## config.mk

```make
export PLATFORM = sky130hd
export DESIGN_NAME = clb_ctrl
export DESIGN_NICKNAME = d
export VERILOG_FILES = /design/src/hw/rtl/clb_pkg.sv /design/src/hw/rtl/clb_ctrl.sv
export SDC_FILE = /design/constraint.sdc
export NUM_CORES = 1
export LEC_CHECK = 0
export BUFFER_PORTS_ARGS = -buffer_cell sky130_fd_sc_hd__buf_4
export CAP_MARGIN = 20
export CORE_MARGIN = 4
export CORE_UTILIZATION = 40
export DETAILED_ROUTE_END_ITERATION = 7
export GPL_TIMING_DRIVEN = 0
export MAX_ROUTING_LAYER = met4
export PLACE_DENSITY = 0.62
export SLEW_MARGIN = 0
export SYNTH_ARGS = -nofsm -noshare
export SYNTH_HDL_FRONTEND = slang
export SYNTH_SLANG_ARGS = --single-unit
```

## constraint.sdc

```tcl
create_clock -name clk_i -period 5.6 [get_ports clk_i]
set_input_delay 0 -clock clk_i [delete_from_list [all_inputs] [get_ports clk_i]]
set_output_delay 0 -clock clk_i [all_outputs]
set_load 0.005 [all_outputs]
```

## src/hw/rtl/clb_pkg.sv

```systemverilog
// Shared types and codes of the cursor line-edit buffer.
package clb_pkg;

  // Operation codes carried in the input item.
  typedef enum logic [2:0] {
    OP_LEFT      = 3'd0,
    OP_RIGHT     = 3'd1,
    OP_BACKSPACE = 3'd2,
    OP_INSERT    = 3'd3,
    OP_READ      = 3'd4
  } op_e;

  // Status codes returned with every result item.
  typedef enum logic [1:0] {
    STAT_DONE    = 2'd0,
    STAT_IGNORED = 2'd1,
    STAT_FULL    = 2'd2,
    STAT_RANGE   = 2'd3
  } status_e;

  // Sequencer states.
  typedef enum logic {
    ST_IDLE = 1'b0,
    ST_EXEC = 1'b1
  } state_e;

  localparam int unsigned CharW = 8;
  localparam int unsigned IdxW  = 10;
  localparam int unsigned LenW  = 11;

  // One result item as it leaves the sequencer.
  typedef struct packed {
    status_e           status;
    logic [LenW-1:0]   cursor_pos;
    logic [LenW-1:0]   text_length;
    logic [CharW-1:0]  read_char;
  } res_t;

endpackage

```

## src/hw/rtl/clb_ctrl.sv

```systemverilog
// Sequencer of the line-edit buffer: stack counters, memory accesses and results.
module clb_ctrl #(
  parameter int unsigned CAPACITY = 1024
) (
  input  logic                        clk_i,
  input  logic                        rst_ni,
  input  logic                        in_valid_i,
  output logic                        in_ready_o,
  input  logic [2:0]                  op_i,
  input  logic [clb_pkg::CharW-1:0]   ch_i,
  input  logic [clb_pkg::IdxW-1:0]    idx_i,
  output logic                        res_valid_o,
  input  logic                        res_ready_i,
  output clb_pkg::res_t               res_o,
  output logic                        b_re_o,
  output logic [$clog2(CAPACITY)-1:0] b_raddr_o,
  input  logic [clb_pkg::CharW-1:0]   b_rdata_i,
  output logic                        b_we_o,
  output logic [$clog2(CAPACITY)-1:0] b_waddr_o,
  output logic [clb_pkg::CharW-1:0]   b_wdata_o,
  output logic                        a_re_o,
  output logic [$clog2(CAPACITY)-1:0] a_raddr_o,
  input  logic [clb_pkg::CharW-1:0]   a_rdata_i,
  output logic                        a_we_o,
  output logic [$clog2(CAPACITY)-1:0] a_waddr_o,
  output logic [clb_pkg::CharW-1:0]   a_wdata_o
);

  localparam int unsigned AW = $clog2(CAPACITY);
  localparam int unsigned CW = $clog2(CAPACITY + 1);
  localparam int unsigned XW = ((CW > clb_pkg::IdxW) ? CW : clb_pkg::IdxW) + 1;

  clb_pkg::state_e state_q, state_d;
  logic [CW-1:0] bc_q, bc_d, ac_q, ac_d;
  logic [2:0] op_q;
  logic [clb_pkg::CharW-1:0] ch_q;
  clb_pkg::status_e stat_q, stat_d;
  logic sel_q, sel_d;

  logic [CW-1:0] bc_m1, ac_m1;
  logic [CW:0]   total;
  logic [XW-1:0] idx_x, bc_x, ac_x, off_x, apos_x, len_x, cur_x;
  logic [clb_pkg::CharW-1:0] rd_char;
  logic          accept, exec_fire;

  assign bc_m1  = bc_q - CW'(1);
  assign ac_m1  = ac_q - CW'(1);
  assign total  = {1'b0, bc_q} + {1'b0, ac_q};
  assign idx_x  = XW'(idx_i);
  assign bc_x   = XW'(bc_q);
  assign ac_x   = XW'(ac_q);
  assign off_x  = idx_x - bc_x;
  // The after stack keeps the character next to the cursor on top.
  assign apos_x = ac_x - XW'(1) - off_x;

  assign accept    = in_valid_i && in_ready_o;
  assign exec_fire = (state_q == clb_pkg::ST_EXEC) && res_ready_i;

  // Issue side: decide the status and start the single memory read.
  always_comb begin
    stat_d    = clb_pkg::STAT_DONE;
    sel_d     = 1'b0;
    b_re_o    = 1'b0;
    a_re_o    = 1'b0;
    b_raddr_o = bc_m1[AW-1:0];
    a_raddr_o = ac_m1[AW-1:0];
    case (op_i)
      clb_pkg::OP_LEFT: begin
        if (bc_q == '0 || ac_q >= CW'(CAPACITY)) begin
          stat_d = clb_pkg::STAT_IGNORED;
        end else begin
          b_re_o = accept;
        end
      end
      clb_pkg::OP_RIGHT: begin
        if (ac_q == '0 || bc_q >= CW'(CAPACITY)) begin
          stat_d = clb_pkg::STAT_IGNORED;
        end else begin
          a_re_o = accept;
        end
      end
      clb_pkg::OP_BACKSPACE: begin
        if (bc_q == '0) begin
          stat_d = clb_pkg::STAT_IGNORED;
        end
      end
      clb_pkg::OP_INSERT: begin
        if (total >= (CW+1)'(CAPACITY)) begin
          stat_d = clb_pkg::STAT_FULL;
        end
      end
      clb_pkg::OP_READ: begin
        if (idx_x < bc_x) begin
          b_re_o    = accept;
          b_raddr_o = idx_x[AW-1:0];
        end else if (off_x < ac_x) begin
          sel_d     = 1'b1;
          a_re_o    = accept;
          a_raddr_o = apos_x[AW-1:0];
        end else begin
          stat_d = clb_pkg::STAT_RANGE;
        end
      end
      default: stat_d = clb_pkg::STAT_IGNORED;
    endcase
  end

  // Completion side: write back, update the stack counts, form the result.
  always_comb begin
    state_d   = state_q;
    bc_d      = bc_q;
    ac_d      = ac_q;
    b_we_o    = 1'b0;
    a_we_o    = 1'b0;
    b_waddr_o = bc_q[AW-1:0];
    a_waddr_o = ac_q[AW-1:0];
    b_wdata_o = a_rdata_i;
    a_wdata_o = b_rdata_i;
    rd_char   = '0;
    in_ready_o  = 1'b0;
    res_valid_o = 1'b0;
    case (state_q)
      clb_pkg::ST_IDLE: begin
        in_ready_o = 1'b1;
        if (in_valid_i) begin
          state_d = clb_pkg::ST_EXEC;
        end
      end
      clb_pkg::ST_EXEC: begin
        res_valid_o = 1'b1;
        if (stat_q == clb_pkg::STAT_DONE) begin
          case (op_q)
            clb_pkg::OP_LEFT: begin
              a_we_o = exec_fire;
              bc_d   = bc_m1;
              ac_d   = ac_q + CW'(1);
            end
            clb_pkg::OP_RIGHT: begin
              b_we_o = exec_fire;
              ac_d   = ac_m1;
              bc_d   = bc_q + CW'(1);
            end
            clb_pkg::OP_BACKSPACE: bc_d = bc_m1;
            clb_pkg::OP_INSERT: begin
              b_we_o    = exec_fire;
              b_wdata_o = ch_q;
              bc_d      = bc_q + CW'(1);
            end
            clb_pkg::OP_READ: rd_char = sel_q ? a_rdata_i : b_rdata_i;
            default: ;
          endcase
        end
        if (res_ready_i) begin
          state_d = clb_pkg::ST_IDLE;
        end
      end
      default: state_d = clb_pkg::ST_IDLE;
    endcase
  end

  assign len_x             = XW'(bc_d) + XW'(ac_d);
  assign cur_x             = XW'(bc_d);
  assign res_o.read_char   = rd_char;
  assign res_o.text_length = len_x[clb_pkg::LenW-1:0];
  assign res_o.cursor_pos  = cur_x[clb_pkg::LenW-1:0];
  assign res_o.status      = stat_q;

  always_ff @(posedge clk_i or negedge rst_ni) begin
    if (!rst_ni) begin
      state_q <= clb_pkg::ST_IDLE;
      bc_q    <= '0;
      ac_q    <= '0;
    end else begin
      state_q <= state_d;
      if (exec_fire) begin
        bc_q <= bc_d;
        ac_q <= ac_d;
      end
    end
  end

  always_ff @(posedge clk_i) begin
    if (accept) begin
      op_q   <= op_i;
      ch_q   <= ch_i;
      stat_q <= stat_d;
      sel_q  <= sel_d;
    end
  end

  // The two stacks never hold more than the capacity together.
  assert property (@(posedge clk_i) disable iff (!rst_ni)
    total <= (CW+1)'(CAPACITY))
    else $error("stack counts exceed capacity");

  // Memory writes only complete an item, never overlap an issuing read.
  assert property (@(posedge clk_i) disable iff (!rst_ni)
    (b_we_o || a_we_o) |-> (state_q == clb_pkg::ST_EXEC && !b_re_o && !a_re_o))
    else $error("write outside completion cycle");

  // A stalled completion keeps the counts and the pending state.
  assert property (@(posedge clk_i) disable iff (!rst_ni)
    (state_q == clb_pkg::ST_EXEC && !res_ready_i) |=>
      ($stable(bc_q) && $stable(ac_q) && state_q == clb_pkg::ST_EXEC))
    else $error("counts moved during stall");

  // Every accepted item reaches completion in the next cycle.
  assert property (@(posedge clk_i) disable iff (!rst_ni)
    accept |=> (state_q == clb_pkg::ST_EXEC))
    else $error("accepted item lost");

endmodule

```

* Word-level counts from Yosys, hierarchy flattened
Index checks and enable logic that the tools add are counted.
** Cells by class
- Add/sub/neg operators :: 9
- $lt $le $gt $ge :: 5
- Eq/ne operators :: 8
- Mux-type cells :: 44
- Bitwise operators :: 2
- Reductions and logical operators :: 12
** Operators by type and width (number)
- $mux 8 :: 7
- $mux 10 :: 5
- $mux 11 :: 4
- $pmux 11 s2 :: 2
- $add 11x1->11 const B :: 2
- $ge 11x11->1 const B :: 2
- $logic_not 11->1 :: 2
- $sub 11x1->11 const B :: 2
- $mux 1 :: 19
- $add 11x11->12 :: 1
- $eq 3x2->1 const B :: 4
- $ge 12x11->1 const B :: 1
- $lt 12x11->1 :: 1
- $sub 10x11->12 :: 1
- $add 11x11->11 :: 1
- $lt 10x11->1 :: 1
- $pmux 2 s5 :: 1
- $sub 10x1->10 const B :: 1
- $sub 10x10->10 :: 1
- $eq 3x1->1 const B :: 2
- $eq 3x3->1 const B :: 2
- $logic_not 3->1 :: 2
- $mux 2 :: 3
- $pmux 1 s2 :: 3
- 5 further kinds :: 10
** Storage, ports and cells
- Bits in registers :: 37
- Input port bits :: 41
- Output and inout port bits :: 94
- Word-level logic and storage cells :: 87

* Depth between registers and ports, before layout
- Depth in word-level cells :: 6
- Mapped depth :: 19
- Depth with buffers taken out :: 17

* Worst setup path before layout
OpenSTA, ideal clock, no wires.
- Path type :: reg2out
- Start point :: register bc_q[1]
- End point :: output port a_raddr_o[0]
- Arrival :: 3.514 ns
- Required time :: 5.600 ns
- Setup slack :: 2.086 ns
- Stages on the path, launching flop included :: 19
- Path buffers :: 1
- Path through :: dfrtp_1 -> inv_1 -> ha_1 -> nor2b_1 -> o21a_1 -> o21ai_0 -> a21oi_1 -> o21a_1 -> nor2_1 -> xnor2_1 -> ha_1 -> a21o_1 -> a211oi_1 -> o21ai_0 -> nor4_1 -> nand3_1 -> buf_2 -> inv_2 -> mux2_2
** On the way
- Longest elaborated chain between the ends :: 5
** RTL lines
- start: declaration :: line clb_ctrl.sv:34 : logic [CW-1:0] bc_q, bc_d, ac_q, ac_d;
- start signal: assignment :: line clb_ctrl.sv:171 : bc_q <= '0;
- start signal: assignment :: line clb_ctrl.sv:176 : bc_q <= bc_d;
- $sub 10x11->12 :: line clb_ctrl.sv:52 : assign off_x = idx_x - bc_x;
- $lt 12x11->1 :: line clb_ctrl.sv:96 : end else if (off_x < ac_x) begin
- $mux 10 :: line clb_ctrl.sv:96
- $mux 10 * :: line clb_ctrl.sv:93 : if (idx_x < bc_x) begin
- $mux 10 * :: line clb_ctrl.sv:67 : case (op_i)
- end: declaration :: line clb_ctrl.sv:22 : output logic [$clog2(CAPACITY)-1:0] a_raddr_o,
Mark *: on every way between the ends. The rest lies on a longest branch, timed or not.

* Final worst setup path
Ends and elaborated chain as after synthesis.

==> results.sh <==
export IMPL_antenna_found_initial=0
export IMPL_startpoint_type="flip-flop"
export IMPL_grt_pass1_wl_um=24700
export IMPL_critical_path_class="flip-flop to output port"
export IMPL_clock_root_buffer="clkbuf_16"
export IMPL_rr_worst_depth=17
export IMPL_netlist_area_mm2=0.00493
export IMPL_ys_types=63
export IMPL_fp_row_count=40
export IMPL_cap_violations=0
export IMPL_synth_fa_ha_area_frac=0.156
export IMPL_slew_violations=0
export IMPL_cts_resized_gates=0
export IMPL_clock_path_buffers=2
export IMPL_max_freq_mhz=213
export IMPL_cts_sinks=37
export IMPL_cts_made_buffers=5
export IMPL_fin_hold_ws_ns=0.169
export IMPL_combinationalPowerShare=0.683
export IMPL_p_leak_uw=0.00305
export IMPL_area_sequential_um2=996
export IMPL_syn_avg_cell_area_um2=8.45
export IMPL_final_util=0.534
export IMPL_fin_nets=837
export IMPL_muxShareOfSynthArea=0.0953
export IMPL_synth_compound_area_frac=0.145
export IMPL_pwr_share_seq=0.179
export IMPL_setup_viol=0
export IMPL_io_buffers=134
export IMPL_min_path_type="primary input to async pin"
export IMPL_rsz0062_at_grt="no"
export IMPL_final_area_mm2=0.00641
export IMPL_synth_edff_count=14
export IMPL_area_growth_pct=30.1
export IMPL_syn_num_nets=683
export IMPL_grt_pass1_vias=4689
export IMPL_routabilityCongestion=0.928
export IMPL_vias_per_cell=5.32
export IMPL_ys_ff_latch=37
export IMPL_critPathCapture="a_raddr_o[0]"
export IMPL_period_share=0.837
export IMPL_die_area_mm2=0.0142
export IMPL_r2r_start="bc_q[1]$_DFFE_PN0P_"
export IMPL_drive_gt1_frac=0.291
export IMPL_fillers=1159
export IMPL_tritoncts="yes"
export IMPL_r2r_slack_ns=1.39
export IMPL_fp_dieH_um=119
export IMPL_relSlewSlack=0.517
export IMPL_arrival_ns=4.69
export IMPL_diodes=0
export IMPL_placed_area_mm2=0.00612
export IMPL_ys_seq_area_frac=0.202
export IMPL_core_mm2=0.0120
export IMPL_async_flop_share=0.622
export IMPL_ys_flop_type="dfrtp_1"
export IMPL_clkTransAtPathRegs_ns=0.06
export IMPL_outcome="completed"
export IMPL_cellPowerDensity_mw_per_mm2=365
export IMPL_htreeDepth=2
export IMPL_cp_max_fo=10
export IMPL_end_kind="output port"
export IMPL_start_util=0.410
export IMPL_dpl_hpwl_um=12600
export IMPL_worstReg2RegEnd="sel_q$_SDFFCE_PP0P_"
export IMPL_ys_warn_count=0
export IMPL_grt_overflow=0
export IMPL_postSynthCellCount=583
export IMPL_intPower_uw=1350
export IMPL_yosys_area_share_simple=0.169
export IMPL_num_io_pins=135
export IMPL_cp_startpoint="bc_q[1]$_DFFE_PN0P_"
export IMPL_ant_nets=0
export IMPL_setup_tns_ns=0
export IMPL_drtIter0Drc=245
export IMPL_clkPwrFrac=0.138
export IMPL_clock_latency_ns=0.28
export IMPL_route_detailed_drc=0
export IMPL_track_usage=0.222
export IMPL_peakVddDrop_mv=0.271
export IMPL_fin_crit_ns=4.69
export IMPL_post_drt_wl_per_cell_um=17.5
export IMPL_hold_viol=0
export IMPL_first_pass_iters=5
export IMPL_worstPathRequired_ns=5.60
export IMPL_dr_total_vias=4712
export IMPL_finalClockSkew_ns=0.00439
export IMPL_tightest_slew_ns=0.725
export IMPL_synth_xor_area_frac=0.132
export IMPL_die_w_um=119
export IMPL_synth_top_family_by_area="simple AND/OR/NAND/NOR gates"
export IMPL_grt_max_degree=24
export IMPL_p_switching_uw=988
export IMPL_multiInputGateArea_mm2=0.00343
export IMPL_routed_wl_um=15500
export IMPL_switching_share=0.422
[per-stage QoR]
step / worst slack [ns] / instances / total power [µW]
floorplan: 2.09 / 583 / 1430
global placement: 1.27 / 864 / 1990
detailed placement: 1.26 / 864 / 2020
CTS: 0.926 / 885 / 2370
global route: 0.477 / 885 / 2580
finish: 0.914 / 885 / 2340
[critical path, stage by stage (launching register included)]
cell	delay [ns]
dfrtp_1	0.57
inv_1	0.19
ha_1	0.30
nor2b_1	0.13
o21a_1	0.17
o21ai_0	0.26
a21oi_1	0.17
o21a_1	0.20
nor2_1	0.12
xnor2_1	0.17
ha_1	0.31
a21o_1	0.17
a211oi_1	0.22
o21ai_0	0.19
nor4_1	0.27
nand3_1	0.10
buf_2	0.24
inv_2	0.15
mux2_2	0.34
buf_4	0.13
[placed cells by master (no fill, tap or decap), types with 6 or more instances in the layout]
cell	synthesis	routed
inv_1	50	50
dfrtp_1	23	23
nor2b_1	9	9
ha_1	55	55
dlygate4sd3_1	0	13
a21o_1	12	12
or3_1	6	6
mux2_2	22	22
nand3_1	15	15
edfxtp_1	14	14
xor2_1	12	12
nand2b_1	6	6
a21oi_1	36	36
o21ai_0	28	28
nor4_1	10	10
buf_4	28	162
buf_2	8	8
xnor2_1	62	62
o22ai_1	6	6
nor2_1	43	43
mux2i_1	21	21
nor3_1	8	8
nand2_1	30	30
clkbuf_1	9	10
[power by group through the flow]
stage	registers [µW]	logic [µW]	clock network, µW
3_3_place_gp	425	1570	0
5_1_grt	430	1800	343
4_1_cts	420	1620	329
6_report	419	1600	323
2_1_floorplan	393	1040	0
3_5_place_dp	424	1590	0
[per-layer routing]
metal | GRT usage | routed length (µm) | share of wire | up-vias
li1 | - | - | - | 2312
met1 | 0.278 | 6660 | 0.43 | 2213
met2 | 0.376 | 7470 | 0.48 | 171
met3 | 0.0394 | 1060 | 0.069 | 16
met4 | 0.0492 | 272 | 0.018 | 0
met5 | - | 0 | 0 | -
[cell type report]
class / instances / area share
clock inverter: 2 / 0.00547
buffer: 47 / 0.0467
inverter: 53 / 0.0310
sequential: 37 / 0.155
multi-input combinational: 446 / 0.535
clock buffer: 6 / 0.0201
timing repair buffer: 147 / 0.177
tap: 147 / 0.0287
[sequential cells by signal, indices dropped and copies added, names as in the netlist]
name	flops
ac_q	11
bc_q	11
ch_q	8
op_q	3
stat_q	2
sel_q	1
state_q	1
[cells by family after synthesis]
group	after synthesis
simple gates	155
compound gates	114
buf+inv	100
xor+xnor	74
fa+ha+maj	59
mux	44
flops	37
[worst min-delay path by stage]
stage                start                  end  slack [ns]  cells past startpoint
finish              rst_ni  ac_q[1]$_DFFE_PN0P_        0.17                      2
global route        rst_ni  bc_q[3]$_DFFE_PN0P_        0.21                      2
CTS                 rst_ni  bc_q[3]$_DFFE_PN0P_        0.18                      2
detailed placement  rst_ni  ac_q[1]$_DFFE_PN0P_       -0.06                      1
global placement    rst_ni  ac_q[1]$_DFFE_PN0P_       -0.07                      1
floorplan           rst_ni  ac_q[0]$_DFFE_PN0P_       -0.30                      0
[Yosys cell counts (all sizes together) (2+ instances only)]
cell,count,share of area
a31oi,2,0.0025
mux2i,21,0.043
o21a,5,0.0076
edfxtp,14,0.085
mux2,23,0.053
o22ai,6,0.0076
a211oi,3,0.0046
a2111oi,3,0.0066
nor2b,9,0.011
nand4,3,0.0038
a21o,12,0.018
or3,7,0.0099
nor2,43,0.033
o41ai,3,0.0053
o21ai,29,0.029
fa,4,0.016
nand2b,6,0.0076
xor2,12,0.021
nor4,11,0.017
nand3b,2,0.0030
dfrtp,23,0.12
ha,55,0.14
buf,38,0.054
nand3,15,0.015
nor3,11,0.017
xnor2,62,0.11
and2,3,0.0038
nand2,31,0.024
a21oi,36,0.037
and3,2,0.0025
a41oi,2,0.0036
or4,3,0.0046
clkbuf,9,0.0069
or2,5,0.0064
inv,52,0.040
o41a,2,0.0046
a21boi,2,0.0030
[repair_timing]
action | 4_1_cts | 5_1_grt
setup endpoints to repair | 0 | 0
setup buffers | 0 | 0
endpoints found under the hold margin | 35 | 0
hold buffers | 13 | 0
No activity file was read; power rests on OpenSTA's default activity.
